==> config.mk <==
export PLATFORM = sky130hd
export DESIGN_NAME = mwsl_mix
export DESIGN_NICKNAME = d
export VERILOG_FILES = /design/src/sv/mwsl_pkg.sv /design/src/sv/mwsl_mix.sv
export SDC_FILE = /design/constraint.sdc
export NUM_CORES = 1
export LEC_CHECK = 0
export BUFFER_PORTS_ARGS = -buffer_cell sky130_fd_sc_hd__buf_2
export CAP_MARGIN = 20
export CORE_AREA = 2 2 179 181
export CTS_BUF_LIST = sky130_fd_sc_hd__clkbuf_8
export CTS_CLUSTER_SIZE = 20
export DETAILED_ROUTE_END_ITERATION = 10
export DIE_AREA = 0 0 181 183
export GPL_TIMING_DRIVEN = 0
export PLACE_DENSITY = 0.78
export REMOVE_ABC_BUFFERS = 1
export SYNTH_ARGS = -nofsm -noshare
export SYNTH_HDL_FRONTEND = slang
export SYNTH_SLANG_ARGS = --single-unit
==> constraint.sdc <==
create_clock -name clk -period 3.5 [get_ports clk]
set_input_delay 0.175 -clock clk [delete_from_list [all_inputs] [get_ports clk]]
set_output_delay 0.175 -clock clk [all_outputs]
set_load 0.01 [all_outputs]
==> src/sv/mwsl_pkg.sv <==
// ----------------------------------------------------------------------------
// Mecanum wheel speed limiter package
// Shared widths and the request record types that travel down the pipeline.
// ----------------------------------------------------------------------------
`default_nettype none

package mwsl_pkg;

  localparam int SPEED_BITS = 16;
  localparam int WHEEL_W    = SPEED_BITS + 2;   // one wheel speed, signed
  localparam int MAG_W      = SPEED_BITS + 1;   // magnitude of one wheel speed
  localparam int LIMIT_W    = 17;               // limit register width
  localparam int QUOT_W     = LIMIT_W;          // scaled magnitude never exceeds the limit
  localparam int PROD_W     = MAG_W + LIMIT_W;  // magnitude times limit
  localparam int NUM_WHEELS = 4;

  localparam logic [LIMIT_W-1:0] LIMIT_RESET = LIMIT_W'(98304);

  // Wheel order: front right, front left, rear left, rear right.
  localparam int WHEEL_FR = 0;
  localparam int WHEEL_FL = 1;
  localparam int WHEEL_RL = 2;
  localparam int WHEEL_RR = 3;

  typedef logic signed [WHEEL_W-1:0] wheel_t;
  typedef logic [MAG_W-1:0]          mag_t;

  // Output of the mixing and peak search stages.
  typedef struct packed {
    logic                          valid;
    logic                          scaled;
    mag_t                          peak;
    wheel_t [NUM_WHEELS-1:0]       wheel;
    mag_t   [NUM_WHEELS-1:0]       mag;
  } mix_out_t;

  // One wheel inside the divider.
  typedef struct packed {
    logic              neg;
    wheel_t            wheel;
    logic [MAG_W-1:0]  rem;
    logic [QUOT_W-1:0] dq;    // dividend bits shift out the top, quotient bits in the bottom
  } div_lane_t;

  typedef struct packed {
    logic                         valid;
    logic                         scaled;
    mag_t                         peak;
    div_lane_t [NUM_WHEELS-1:0]   lane;
  } div_stage_t;

endpackage

`default_nettype wire

==> src/sv/mwsl_mix.sv <==
// ----------------------------------------------------------------------------
// Mecanum wheel mixing and peak search
// Three register stages: wheel sums, magnitudes with pairwise maximum, then the
// overall peak and its compare against the limit.
// ----------------------------------------------------------------------------
`default_nettype none

module mwsl_mix (
  input  wire                                logic clk,
  input  wire                                logic rst,
  input  wire                                logic in_valid,
  input  wire  logic signed [mwsl_pkg::SPEED_BITS-1:0] speed_forward,
  input  wire  logic signed [mwsl_pkg::SPEED_BITS-1:0] speed_sideways,
  input  wire  logic signed [mwsl_pkg::SPEED_BITS-1:0] speed_rotate,
  input  wire  logic [mwsl_pkg::LIMIT_W-1:0]           limit,
  output mwsl_pkg::mix_out_t                           mix_out
);
  import mwsl_pkg::*;

  // Stage 1
  logic                    s1_valid;
  wheel_t [NUM_WHEELS-1:0] s1_wheel;
  // Stage 2
  logic                    s2_valid;
  wheel_t [NUM_WHEELS-1:0] s2_wheel;
  mag_t   [NUM_WHEELS-1:0] s2_mag;
  mag_t                    s2_max_front;
  mag_t                    s2_max_rear;

  wheel_t                  fwd;
  wheel_t                  side;
  wheel_t                  rot;
  wheel_t [NUM_WHEELS-1:0] wheel_next;
  mag_t   [NUM_WHEELS-1:0] mag_next;
  mag_t                    peak_next;

  assign fwd  = WHEEL_W'(speed_forward);
  assign side = WHEEL_W'(speed_sideways);
  assign rot  = WHEEL_W'(speed_rotate);

  always_comb begin
    wheel_next[WHEEL_FR] = -fwd - side - rot;
    wheel_next[WHEEL_FL] =  fwd - side - rot;
    wheel_next[WHEEL_RL] =  fwd + side - rot;
    wheel_next[WHEEL_RR] = -fwd + side - rot;
  end

  always_comb begin
    for (int i = 0; i < NUM_WHEELS; i++) begin
      mag_next[i] = s1_wheel[i][WHEEL_W-1] ? MAG_W'(-s1_wheel[i]) : MAG_W'(s1_wheel[i]);
    end
  end

  assign peak_next = (s2_max_front > s2_max_rear) ? s2_max_front : s2_max_rear;

  always_ff @(posedge clk) begin
    if (rst) begin
      s1_valid      <= 1'b0;
      s2_valid      <= 1'b0;
      mix_out.valid <= 1'b0;
    end else begin
      s1_valid      <= in_valid;
      s2_valid      <= s1_valid;
      mix_out.valid <= s2_valid;
    end
    s1_wheel     <= wheel_next;
    s2_wheel     <= s1_wheel;
    s2_mag       <= mag_next;
    s2_max_front <= (mag_next[WHEEL_FR] > mag_next[WHEEL_FL]) ? mag_next[WHEEL_FR]
                                                              : mag_next[WHEEL_FL];
    s2_max_rear  <= (mag_next[WHEEL_RL] > mag_next[WHEEL_RR]) ? mag_next[WHEEL_RL]
                                                              : mag_next[WHEEL_RR];
    mix_out.wheel  <= s2_wheel;
    mix_out.mag    <= s2_mag;
    mix_out.peak   <= peak_next;
    mix_out.scaled <= {{(LIMIT_W + 1){1'b0}}, peak_next} > {{(MAG_W + 1){1'b0}}, limit};
  end

endmodule

`default_nettype wire

**Yosys cells after proc, flatten, opt, wreduce, memory -nomap -nowiden**

Index checks and enable logic that the tools add are counted.

- Multiplexer cells: 7
- $lt $le $gt $ge: 4
- Add/sub/neg operators: 13

Operator list:

| kind | count |
|---|---|
| 17-bit two-way mux | 7 |
| 17-bit greater-than comparator | 4 |
| 17-bit negator | 4 |
| 18-bit by 16-bit subtractor with 18-bit output | 3 |
| 17-bit by 16-bit subtractor with 18-bit output | 2 |
| 18-bit by 16-bit adder with 18-bit output | 1 |
| 16-bit negator with 18-bit output | 1 |
| 16-bit by 16-bit adder with 17-bit output | 1 |
| 16-bit by 16-bit subtractor with 17-bit output | 1 |

- Output and inout port bits: 159
- Input port bits: 68
- Bits in registers: 407
- Word-level logic and storage cells: 51

**Depth between registers and ports, before layout**

- Depth after elaboration: 4
- Mapped depth: 18

**Worst setup path before layout**

OpenSTA, ideal clock, no wires.

- Path type: flip-flop to flip-flop
- Start: register s2_max_rear[2]
- End: register mix_out[157] in the netlist's numbering
- Path buffers: 1
- Library setup time: 122 ps
- Path slack: -86 ps
- Cell stages (with the launch flop): 19
- Period minus slack after synthesis: 3586 ps
- Required time: 3378 ps
- Arrival: 3464 ps
- Cells stage by stage: dfxtp_1 > inv_1 > ha_1 > a21o_1 > a21o_1 > a211oi_2 > o21ai_1 > a2111oi_2 > a31oi_2 > buf_6 > mux2_4 > ha_1 > nor2b_1 > o21a_1 > o21a_1 > o21a_1 > o21bai_1 > a21o_1 > a21oi_1

- Cells in the longest elaborated chain, start to end: 3

RTL lines:

| element | RTL line | text |
|---|---|---|
| start: declaration | mwsl_mix.sv:28 | `mag_t s2_max_rear;` |
| start signal: assignment | mwsl_mix.sv:71 | `s2_max_rear <= (mag_next[WHEEL_RL] > mag_next[WHEEL_RR]) ? mag_next[WHEEL_RL]` |
| 17-bit greater-than comparator | mwsl_mix.sv:54 | `assign peak_next = (s2_max_front > s2_max_rear) ? s2_max_front : s2_max_rear;` |
| 17-bit two-way mux | mwsl_mix.sv:54 |  |
| via peak_next[1] | mwsl_mix.sv:35 | `mag_t peak_next;` |
| 17-bit greater-than comparator | mwsl_mix.sv:76 | `mix_out.scaled <= {{(LIMIT_W + 1){1'b0}}, peak_next} > {{(MAG_W + 1){1'b0}}, limit};` |
| end: declaration | mwsl_mix.sv:16 | `output mwsl_pkg::mix_out_t mix_out` |

The timed path passes the listed nets, and every way through them passes these cells.
A chain may end at the register's enable or synchronous reset.

**Worst setup path after layout**

- Start: register s2_max_rear[4]
- End: register mix_out[157] in the netlist's numbering

The elaborated chain is that of the path after synthesis.

==> flow_metrics.py <==
metrics = {
    "run_status": {
        "status": "finished, violations left",
        "violations": "design-rule violations, negative setup slack",
    },
    "yosys": {
        "synth.area.top_cells": "dfxtp_1 (47%), ha_1 (11%), fa_1 (7.8%)",
        "syn-cell-area_um2": 16610,
        "synth_ff_type": "dfxtp_1",
        "yosys_register_bits": 393,
        "synth_cell_types": 67,
        "yosysTopAreaCellShare_pct": 47.36,
        "synth.avg_cell_area_um2": 10.97,
        "synth_area_leader_cell": "dfxtp_1",
        "synth-async-reset-ratio_pct": 0,
        "synth_edf_count": 0,
        "seq_area_frac_synth_pct": 47.36,
        "synth_common_cells": "dfxtp_1 (393), inv_1 (224), ha_1 (146)",
        "synth_most_common_cell": "dfxtp_1",
        "ys_warn_count": 0,
        "synth_cells": 1515,
    },
    "sta": {
        "setup_slack_ns": -0.1236,
        "hold_violations": 0,
        "fin_crit_ns": 3.624,
        "slew_violations": 0,
        "skew_ns": 0.02964,
        "relSlewSlack_pct": 51.60,
        "rsz0062_at_grt": "true",
        "timing.final.crit_share_pct": 103.5,
        "worst_pin_slew_ns": 0.7250,
        "fmax_mhz": 276.0,
        "setup_violations": 16,
    },
    "grt": {
        "gr-total-overflow": 0,
        "grt_pass1_wl_um": 61760,
        "grt_pass1_vias": 12080,
        "antenna_found_initial": 1,
        "grt_use_total_pct": 23.80,
        "grt_max_degree": 19,
    },
    "placed_design": {
        "dp_hpwl_um": 31210,
        "pre_cts_ws_ns": -0.8304,
        "portBuffers": 226,
        "dp_cells": 2128,
        "gp_congestion": 0.9739,
    },
    "worst_setup_path": {
        "cp_slowest_stage_delay_ns": 0.45,
        "startpoint_type": "flop",
        "cpMaxStageDelayCell": "a2111oi_4",
        "endpoint_kind": "flop",
        "worstSetupStartpoint": "s2_max_rear[4]",
        "path_cells": "inv_1 > ha_1 > nand4_1 > nor2_1 > a211oi_2 > o21ai_2 > a2111oi_4 > a31oi_4 > buf_8 > buf_4 > mux2_4 > ha_1 > nand4_1 > or4_4 > mux2i_1 > a21oi_2",
        "worstPathArrival_ns": 4.11,
        "reg2reg_setup_slack_ns": -0.12,
        "path_class": "flop to flop",
        "r2r-end": "mix_out[157]",
        "reg2reg_from": "s2_max_rear[4]",
        "reg2regPathDepth": 16,
        "critPathRequiredTime_ns": 3.99,
        "cp_max_fo": 8,
        "crit_end": "mix_out[157]",
    },
    "detailed_routing": {
        "drcViolationCount": 1,
        "drt_iter0_markers": 609,
        "wire_per_inst_um": 17.88,
        "drt_wl_total_um": 40470,
        "antenna_left": 0,
        "avgViaCountPerCell": 5.230,
        "dr_total_vias": 11840,
        "firstDrtPassIters": 8,
    },
    "cells_and_area": {
        "area_delta_synth_final_pct": 22.39,
        "nFillCells": 2357,
        "register_area_um2": 7894,
        "multi_input_area_um2": 8255,
        "finalNetCount": 2096,
        "antenna_cells": 0,
        "stdcell_count": 2264,
        "drive_gt1_share_pct": 26.58,
    },
    "floorplan": {
        "placementRows": 65,
        "ios": 227,
        "start_util_pct": 53.20,
        "coreArea_um2": 31230,
        "die_x_um": 181,
        "die_y_um": 183,
        "die-area_um2": 33120,
    },
    "power_and_ir_drop": {
        "netSwitchingPower_mw": 8.641,
        "pwr_density_cell_nw_per_um2": 1132,
        "switching_share_pct": 37.54,
        "power.leakage_nw": 9.764,
        "peakVddDrop_mv": 0.5900,
        "clockPowerShare_pct": 18.3,
        "p_seq_share_pct": 36.2,
        "p_int_mw": 14.38,
        "p_comb_share_pct": 45.5,
    },
    "clocking": {
        "cts.sinks": 393,
        "clockBufferDepth": 3,
        "cts_buffers": 58,
        "htreeDepth": 2,
        "clkLatencyLatePin_ns": 0.61,
        "clockRootBuffer": "clkbuf_8",
        "cts_tree": "yes",
        "path_clk_slew_ns": 0.06,
    },
    "job": {
        "cap_violations": 0,
    },
    "min_path": {
        "holdCritStartpoint": "limit[12]",
        "min_path_type": "input pin to flop",
    },
}
cell families after synthesis:
family | count (synthesis) | synth area share [%]
AO/OA/AOI/OAI | 256 | 10.60
XOR/XNOR | 126 | 6.643
adder cells (fa/ha/maj) | 211 | 18.83
buffers and inverters | 244 | 5.724
flip-flops | 393 | 47.36
multiplexers | 55 | 3.886
AND/OR/NAND/NOR | 230 | 6.959
worst min path at each step:
stage          slack (ns)  cells past startpoint           end
6_report             0.09                      5  mix_out[157]
5_1_grt               0.1                      5  mix_out[157]
4_1_cts              0.06                      5  mix_out[157]
3_5_place_dp         0.31                      0  mix_out[103]
3_3_place_gp         0.31                      0   mix_out[23]
2_1_floorplan        0.25                      1  mix_out[158]
cell type report:
type | count | area share, %
Multi-Input combinational cell | 878 | 40.60
Sequential cell | 393 | 38.82
Timing Repair Buffer | 259 | 7.113
Clock buffer | 73 | 4.941
Inverter | 227 | 4.215
Tap cell | 402 | 2.474
Clock inverter | 32 | 1.834
power by group through the flow:
| stage | Combinational [mW] | Clock [mW] | Sequential (mW) |
|---|---|---|---|
| after global placement | 8.56 | 0 | 8.24 |
| final | 10.5 | 4.20 | 8.34 |
| after floorplan | 5.70 | 0 | 8.18 |
| after CTS | 9.79 | 4.27 | 8.27 |
| after global routing | 11.3 | 4.47 | 8.54 |
| after detailed placement | 8.92 | 0 | 8.31 |
cell usage in the layout, fill, tap and decap left out, types with 7 or more instances in the layout:
master	count
buf_2	226
xor2_1	45
o21a_1	13
nor3_1	9
nand3_1	13
clkbuf_8	73
mux2_4	9
inv_1	236
nand2b_1	8
nand2_1	53
o21ai_0	40
bufinv_16	8
or3_1	7
fa_1	65
mux2_2	39
dfxtp_2	12
a211oi_1	10
ha_1	140
nor2b_1	14
nor2_1	50
buf_4	19
a31oi_1	10
a21oi_1	49
o21bai_1	9
dfxtp_1	378
o31ai_1	12
xnor2_1	73
a21o_1	45
and3_1	7
nand4_1	17
critical path, delay by kind of cell, from the launching register on:
family,cells,cell delay [ns]
muxes,2,0.49
buffers and inverters,3,0.37
DFF,1,0.36
AOI/OAI and AO/OA,5,0.89
and+or+nand+nor,4,0.77
adders and majority gates,2,0.61
metal layers:
layer / GRT usage (%) / wire [um] / vias up
met1: 29.23 / 16770 / 5650
met2: 41.68 / 19640 / 439
met3: 3.713 / 2507 / 103
li1: - / - / 5648
met5: 0 / 0 / -
met4: 10.31 / 1548 / 0
registers in the layout, indices dropped and copies added (netlist names):
name and flops:
s2_valid 1, s2_max_rear 17, s2_mag 66, s1_wheel 70, s1_valid 1, s2_wheel 68
s2_max_front 17, mix_out 153
what timing repair did:
action / 4_1_cts / 5_1_grt
setup buffers: 16 / 9
hold endpoints to repair: 5 / 0
pin swaps: 22 / 24
resized for setup: 60 / 51
endpoints found under the setup margin: 38 / 41
hold buffers: 5 / 0
cloned: 0 / 1
stage by stage:
step                total power, mW  utilization, %  hold slack, ns  cell area [um^2]  TNS (ns)
floorplan                     13.88               -          0.2466             16510    -1.010
global placement              16.80           58.11          0.3130             18150    -29.82
detailed placement            17.23           58.20          0.3121             18170    -27.60
CTS                           22.33           64.11         0.05553             20020         0
global route                  24.35           65.11         0.09540             20330    -3.291
finish                        23.02           65.11         0.08789             20330   -0.6145
Power figures use the tool's default switching activity.
