--- src/sv/mwsl_pkg.sv ---
// ----------------------------------------------------------------------------
// Mecanum wheel speed limiter package
// Shared widths and the request record types that travel down the pipeline.
// ----------------------------------------------------------------------------
`default_nettype none

package mwsl_pkg;

  localparam int SPEED_BITS = 16;
  localparam int WHEEL_W    = SPEED_BITS + 2;   // one wheel speed, signed
  localparam int MAG_W      = SPEED_BITS + 1;   // magnitude of one wheel speed
  localparam int LIMIT_W    = 17;               // limit register width
  localparam int QUOT_W     = LIMIT_W;          // scaled magnitude never exceeds the limit
  localparam int PROD_W     = MAG_W + LIMIT_W;  // magnitude times limit
  localparam int NUM_WHEELS = 4;

  localparam logic [LIMIT_W-1:0] LIMIT_RESET = LIMIT_W'(98304);

  // Wheel order: front right, front left, rear left, rear right.
  localparam int WHEEL_FR = 0;
  localparam int WHEEL_FL = 1;
  localparam int WHEEL_RL = 2;
  localparam int WHEEL_RR = 3;

  typedef logic signed [WHEEL_W-1:0] wheel_t;
  typedef logic [MAG_W-1:0]          mag_t;

  // Output of the mixing and peak search stages.
  typedef struct packed {
    logic                          valid;
    logic                          scaled;
    mag_t                          peak;
    wheel_t [NUM_WHEELS-1:0]       wheel;
    mag_t   [NUM_WHEELS-1:0]       mag;
  } mix_out_t;

  // One wheel inside the divider.
  typedef struct packed {
    logic              neg;
    wheel_t            wheel;
    logic [MAG_W-1:0]  rem;
    logic [QUOT_W-1:0] dq;    // dividend bits shift out the top, quotient bits in the bottom
  } div_lane_t;

  typedef struct packed {
    logic                         valid;
    logic                         scaled;
    mag_t                         peak;
    div_lane_t [NUM_WHEELS-1:0]   lane;
  } div_stage_t;

endpackage

`default_nettype wire

--- src/sv/mwsl_div_step.sv ---
// ----------------------------------------------------------------------------
// Divider step
// One restoring division step for all four wheels, registered.
// ----------------------------------------------------------------------------
`default_nettype none

module mwsl_div_step (
  input  wire logic             clk,
  input  wire logic             rst,
  input  wire mwsl_pkg::div_stage_t stage_in,
  output mwsl_pkg::div_stage_t  stage_out
);
  import mwsl_pkg::*;

  div_lane_t [NUM_WHEELS-1:0] lane_next;
  logic [MAG_W:0]             trial [NUM_WHEELS];
  logic [MAG_W:0]             diff  [NUM_WHEELS];
  logic [NUM_WHEELS-1:0]      fits;

  always_comb begin
    for (int i = 0; i < NUM_WHEELS; i++) begin
      trial[i] = {stage_in.lane[i].rem, stage_in.lane[i].dq[QUOT_W-1]};
      diff[i]  = trial[i] - {1'b0, stage_in.peak};
      fits[i]  = trial[i] >= {1'b0, stage_in.peak};
      lane_next[i].neg   = stage_in.lane[i].neg;
      lane_next[i].wheel = stage_in.lane[i].wheel;
      lane_next[i].rem   = fits[i] ? diff[i][MAG_W-1:0] : trial[i][MAG_W-1:0];
      lane_next[i].dq    = {stage_in.lane[i].dq[QUOT_W-2:0], fits[i]};
    end
  end

  always_ff @(posedge clk) begin
    if (rst) begin
      stage_out.valid <= 1'b0;
    end else begin
      stage_out.valid <= stage_in.valid;
    end
    stage_out.scaled <= stage_in.scaled;
    stage_out.peak   <= stage_in.peak;
    stage_out.lane   <= lane_next;
  end

endmodule

`default_nettype wire

--- config.mk ---
export PLATFORM = sky130hd
export DESIGN_NAME = mwsl_div_step
export DESIGN_NICKNAME = d
export VERILOG_FILES = /design/src/sv/mwsl_pkg.sv /design/src/sv/mwsl_div_step.sv
export SDC_FILE = /design/constraint.sdc
export NUM_CORES = 1
export LEC_CHECK = 0
export BUFFER_PORTS_ARGS = -buffer_cell sky130_fd_sc_hd__buf_2
export CAP_MARGIN = 20
export CORE_AREA = 2 2 179 181
export DETAILED_ROUTE_END_ITERATION = 12
export DIE_AREA = 0 0 181 183
export GPL_ROUTABILITY_DRIVEN = 0
export GPL_TIMING_DRIVEN = 0
export SYNTH_ARGS = -nofsm -noshare
export SYNTH_HDL_FRONTEND = slang
export SYNTH_SLANG_ARGS = --single-unit
--- constraint.sdc ---
create_clock -name clk -period 4.2 [get_ports clk]
set_input_delay 0 -clock clk [delete_from_list [all_inputs] [get_ports clk]]
set_output_delay 0 -clock clk [all_outputs]
set_load 0.02 [all_outputs]
== Word level (Yosys, flattened, before mapping) ==
Cells that the tools add are included.
Storage, ports and cells
  bits in registers: 231
  input bits: 233
  word-level logic and storage cells: 31
  output and inout port bits: 231
Cells by class
  muxes and demuxes: 4
  add/sub/neg operators: 4
  order comparisons: 4
Operator list (number)
  greater-or-equal comparator 18 x 17 -> 1 bit: 4
  2-to-1 mux 17 bit: 4
  subtractor 17 bit: 4

== Logic depth before layout (Yosys ltp) ==
Gate-level depths: netlist (run 1).
  word-level depth: 2
  gate-level depth with buffers: 13
  depth with buffers taken out: 12

== Worst setup path before layout (run 1) ==
OpenSTA, ideal clock, no wires.
  path kind: input-to-reg
  start: in stage_in[122] in the netlist's numbering
  end: reg stage_out[131] in the netlist's numbering
  setup time: 121 ps
  required time: 4079 ps
  stages: 13
  path buffers: 1
  arrival: 2412 ps
  slack: 1668 ps
  path through: inv_1 -> ha_1 -> inv_1 -> fa_1 -> a211oi_1 -> nor2_1 -> o221ai_1 -> o211a_1 -> a21boi_0 -> o21ai_1 -> a31oi_4 -> buf_6 -> mux2_2
RTL lines
  start, declared: line mwsl_div_step.sv:10  | input wire mwsl_pkg::div_stage_t stage_in,
  end, declared: line mwsl_div_step.sv:11  | output mwsl_pkg::div_stage_t stage_out

==> flow_summary.json, run 1 <==
{
  "globalRoute.totalOverflow": 0,
  "path_clk_slew_ns": 0.06,
  "synth_seq_area_share": 0.5366,
  "first_global_vias": 8936,
  "area.sequential_sq_um": 4624,
  "dp_slack_ns": 0.8341,
  "synth_top_area_cell": "dfxtp_1",
  "cts_tree": "yes",
  "hp-class": "input pin to flip-flop",
  "wire_per_inst_um": 19.53,
  "min_period_over_period": 0.8818,
  "top_regs": "stage_out: 231 flops",
  "worstPathRequired_ns": 4.62,
  "vias": 8780,
  "drt_iter0_drc": 379,
  "fillers": 2912,
  "core.rowCount": 65,
  "drtPass1Iterations": 4,
  "cts_buffer_depth": 3,
  "vdd_drop_max_mv": 0.3374,
  "cts.sinks": 231,
  "finalHoldViolCount": 0,
  "status": "finished clean",
  "top_register": "stage_out",
  "multi_input_area_sq_um": 3766,
  "syn_nets": 1102,
  "slew_violations": 0,
  "synth-edff-count": 0,
  "powerDensity_nw_per_um2": 453.5,
  "rsz0062_at_grt": "false",
  "slew-limit-headroom": 0.6050,
  "dpl-instance-area_sq_um": 11440,
  "p_leak_nw": 7.112,
  "place_hpwl_um": 28140,
  "finalCriticalPeriod_ns": 3.704,
  "die_h_um": 183,
  "arrival_ns": 4.13,
  "nets": 1829,
  "synth_cell_type_count": 59,
  "synthesis.area_sq_um": 8618,
  "drive_gt1_frac": 0.3649,
  "end_kind": "flip-flop",
  "design.core.area_sq_um": 31230,
  "largest_reg_flops": 231,
  "synth_top_area_frac": 0.5366,
  "synthArstFlopShare": 0,
  "synth_most_common_cell": "dfxtp_1",
  "die_w_um": 181,
  "area_delta_synth_final_pct": 72.02,
  "maxCapViolCount": 0,
  "cts_made_buffers": 27,
  "syn_area_per_cell_sq_um": 10.81,
  "fin_util": 0.4747,
  "yosys_warnings": 0,
  "synth_area_leaders": "dfxtp_1, ha_1, a21oi_1",
  "fmaxAchievable_mhz": 270.0,
  "setup.worst_path.class": "input pin to flip-flop",
  "viasPerCell": 4.498,
  "io_pins": 464,
  "grt_pass1_wl_um": 54680,
  "synth.ff_latch_count": 231,
  "fin_tns_setup_ns": 0,
  "initial_core_util": 0.2760,
  "cp-start-kind": "input pin",
  "setup_ws_ns": 0.4963,
  "yosys-top-cells-count": "dfxtp_1, a21oi_1, nor2_1",
  "cts_root_buf": "clkbuf_16",
  "crit_fanout": 9,
  "worstMarginPinSlew_ns": 0.5918,
  "grt_antenna_before_repair": 7,
  "holdWs_ns": 0.02677,
  "setup_viol": 0,
  "synthFlopType": "dfxtp_1",
  "grtUsageTotal": 0.2198,
  "portBuffers": 463,
  "synth_cells": 797,
  "fin_area_sq_um": 14830,
  "drc_errors": 0,
  "routed_wl_um": 38120,
  "postRouteAntennaNets": 0,
  "htreeDepth": 1,
  "die_area_sq_um": 33120,
  "cts_setup_buffers": 0,
  "worstHoldPathCells": 5,
  "grt_max_degree": 15
}
[repair_timing]
item | in CTS | in global routing
hold buffers | 235 | 0
hold endpoints to repair | 228 | 0
gates resized for setup | 0 | 0
[final timing paths]
path | slack, ns | start | to
worst max-delay path | 0.50 | stage_in[212] | stage_out[139]
worst min-delay path | 0.03 | stage_in[192] | stage_out[176]
[cell families after synthesis]
kind of cell | after synthesis | share of synthesized area
compound gates | 187 | 0.1375
xor+xnor | 51 | 0.05183
fa+ha+maj | 72 | 0.1080
buf+inv | 54 | 0.02642
flops | 231 | 0.5366
mux | 34 | 0.04660
simple gates | 168 | 0.09306
[critical path, cell delays in order]
cell and delay [ns]:
dlygate4sd3_1 0.52, buf_2 0.28, ha_1 0.26, inv_1 0.07, fa_1 0.43, a211oi_1 0.24
nor2_1 0.12, o221ai_1 0.23, o211a_1 0.25, a21boi_0 0.24, o21ai_1 0.14, a31oi_4 0.42
mux2_2 0.38, dlygate4sd3_1 0.55
[cell type report]
| cell class | count | share of cell area |
|---|---|---|
| multi-input combinational | 512 | 0.2540 |
| timing repair buffer | 698 | 0.3150 |
| antenna | 7 | 0.001182 |
| sequential | 231 | 0.3119 |
| clock buffer | 32 | 0.04954 |
| buffer | 13 | 0.004979 |
| clock inverter | 16 | 0.01907 |
| inverter | 41 | 0.01038 |
| tap | 402 | 0.03393 |
[cell usage in the layout, fill, tap and decap left out, types with 5 or more instances in the layout]
cell	synthesis	layout
dfxtp_1	231	231
xor2_1	13	13
clkbuf_16	0	27
a21oi_1	77	77
or3_1	5	5
nor2_1	74	74
a31oi_1	9	9
mux2_4	6	6
mux2_2	25	25
nor3_1	6	6
o21ai_0	28	28
o21bai_1	6	6
nor2b_1	10	10
nand4_1	9	9
ha_1	68	68
diode_2	0	7
or2_2	6	6
nand2b_1	9	9
nand3_1	6	6
o21a_1	8	8
dlygate4sd3_1	0	235
a21o_1	16	16
clkbuf_1	8	9
a21boi_0	5	5
buf_2	2	465
nand2_1	28	28
inv_1	41	41
xnor2_1	38	38
bufinv_16	0	7
a211oi_1	5	5
[per-layer routing]
| layer | global-route usage | routed length (um) | up-vias |
|---|---|---|---|
| met4 | 0.09756 | 1783 | 2 |
| met2 | 0.3732 | 17770 | 342 |
| met5 | 0 | 13 | - |
| li1 | - | - | 4247 |
| met3 | 0.05798 | 2715 | 74 |
| met1 | 0.2620 | 15840 | 4115 |
[through the flow]
| stage | std cells | total power [mW] |
|---|---|---|
| final | 1952 | 6.723 |
| after global routing | 1949 | 7.019 |
| after CTS | 1945 | 6.780 |
| after detailed placement | 1662 | 3.893 |
| after global placement | 1662 | 3.887 |
| after floorplan | 797 | 3.367 |
[report_power, final]
| part | internal, mW | switching, mW | total [mW] | leakage [nW] |
|---|---|---|---|---|
| logic | 0.694 | 0.887 | 1.58 | 4.67 |
| registers | 2.41 | 0.0560 | 2.47 | 1.95 |
| clock network | 1.69 | 0.986 | 2.67 | 0.497 |
(Power assumes the default switching activity.)
==> run 2, diff against run 1 <==
--- a/config.mk
+++ b/config.mk
@@ -14,2 +14,3 @@
 export GPL_TIMING_DRIVEN = 0
+export SETUP_SLACK_MARGIN = 0.15
 export SYNTH_ARGS = -nofsm -noshare
==> constraint.sdc (replaced) <==
create_clock -name clk -period 4.2 [get_ports clk]
set_input_delay 0.42 -clock clk [delete_from_list [all_inputs] [get_ports clk]]
set_output_delay 0.42 -clock clk [all_outputs]
set_load 0.02 [all_outputs]
==> flow_summary.json, run 2 (synthesis gave the netlist of run 1 again) <==
{
  "die_h_um": 183,
  "path_cells": "dlygate4sd3_1 -> buf_2 -> inv_1 -> fa_1 -> a211oi_1 -> nor2_1 -> o221ai_1 -> o211a_1 -> a21boi_0 -> o21ai_1 -> a31oi_4 -> buf_6 -> mux2_2",
  "io_pins": 464,
  "status": "finished clean",
  "design.core.area_sq_um": 31230,
  "nets": 1749,
  "setup.worst_path.class": "input pin to flip-flop",
  "crit_fanout": 10,
  "power.total_mw": 6.643,
  "initial_core_util": 0.2760,
  "critPathMaxStageDelay_ns": 0.56,
  "drive_gt1_frac": 0.3848,
  "grt_max_degree": 15,
  "setup_ws_ns": 0.5393,
  "cts_setup_buffers": 0,
  "area.sequential_sq_um": 4624,
  "cts_buffer_depth": 3,
  "cts_made_buffers": 27,
  "dp_slack_ns": 0.4141,
  "min_period_over_period": 0.8716,
  "fin_cells": 1870,
  "arrival_ns": 4.08,
  "placed_cells_incl_taps": 1662,
  "drt_iter0_drc": 448,
  "setup_viol": 0,
  "worstHoldStart": "rst",
  "p_leak_nw": 6.778,
  "cts_tree": "yes",
  "die_area_sq_um": 33120,
  "fillers": 2994,
  "slew-limit-headroom": 0.5991,
  "cts_root_buf": "clkbuf_16",
  "cp_num_buf_inv": 4,
  "crit_family": "compound AO/OA/AOI/OAI gates",
  "end_kind": "flip-flop",
  "viasPerCell": 4.542,
  "drc_errors": 0,
  "globalRoute.totalOverflow": 0,
  "worstMarginPinSlew_ns": 0.6008,
  "area_delta_synth_final_pct": 62.67,
  "min_to": "stage_out[230]",
  "worstPathRequired_ns": 4.62,
  "finalCriticalPeriod_ns": 3.661,
  "htreeDepth": 1,
  "vias": 8494,
  "critPathSlowestCell": "fa_1",
  "vdd_drop_max_mv": 0.3467,
  "maxCapViolCount": 0,
  "fin_area_sq_um": 14020,
  "cp-start-kind": "input pin",
  "rsz0062_at_grt": "false",
  "top_regs": "stage_out: 231 flops",
  "place_hpwl_um": 28140,
  "grt_antenna_before_repair": 12,
  "core.rowCount": 65,
  "fin_tns_setup_ns": 0,
  "finalHoldViolCount": 0,
  "powerDensity_nw_per_um2": 473.8,
  "drtPass1Iterations": 5,
  "path_clk_slew_ns": 0.06,
  "worstHoldPathCells": 2,
  "cts.sinks": 231,
  "grt_pass1_wl_um": 52920,
  "layout_common_cells": "buf_2, dfxtp_1, dlygate4sd3_1, a21oi_1, nor2_1",
  "slew_violations": 0,
  "fmaxAchievable_mhz": 273.2,
  "die_w_um": 181,
  "postRouteAntennaNets": 0,
  "top_register": "stage_out",
  "multi_input_area_sq_um": 3766,
  "first_global_vias": 8544,
  "largest_reg_flops": 231,
  "routed_wl_um": 37320,
  "wire_per_inst_um": 19.96,
  "hp-class": "input pin to flip-flop",
  "portBuffers": 463,
  "layout_commonest_cell": "buf_2",
  "grtUsageTotal": 0.2142,
  "dpl-instance-area_sq_um": 11440
}
## run 2: metrics by stage
stage	utilization	hold WS, ns
floorplan	-	0.4477
global placement	0.3663	0.5227
detailed placement	0.3663	0.5236
CTS	0.4485	0.01725
global route	0.4487	0.02424
finish	0.4489	0.04536
## run 2: routing by layer
metal	GRT usage	vias to the layer above	routed length, um
met4	0.09431	12	1730
li1	-	4094	-
met2	0.3612	335	17290
met5	0	-	81
met3	0.06493	83	2814
met1	0.2524	3970	15400
## run 2: area by class of cell
cell class	count	share of cell area
Inverter	41	0.01098
Antenna cell	5	0.0008925
Buffer	13	0.005266
Sequential cell	231	0.3299
Clock inverter	16	0.02017
Timing Repair Buffer	618	0.2759
Multi-Input combinational cell	512	0.2686
Clock buffer	32	0.05239
Tap cell	402	0.03588
## run 2: power breakdown
| part | switching, mW | total [mW] | internal (mW) |
|---|---|---|---|
| clock | 0.981 | 2.67 | 1.69 |
| combinational | 0.869 | 1.51 | 0.637 |
| sequential | 0.0556 | 2.47 | 2.41 |
## run 2: how the worst max path moves through the flow
stage | start | end | slack, ns | cells past startpoint
2_1_floorplan | stage_in[122] | stage_out[131] | 1.25 | 13
3_3_place_gp | stage_in[212] | stage_out[136] | 0.42 | 13
3_5_place_dp | stage_in[212] | stage_out[136] | 0.41 | 13
4_1_cts | stage_in[213] | stage_out[136] | 0.51 | 13
5_1_grt | stage_in[213] | stage_out[131] | 0.38 | 13
6_report | stage_in[213] | stage_out[136] | 0.54 | 13
## run 2: what timing repair did
| item | 4_1_cts | 5_1_grt |
|---|---|---|
| hold endpoints to repair | 155 | 0 |
| gates resized for setup | 0 | 0 |
| hold buffers | 155 | 0 |
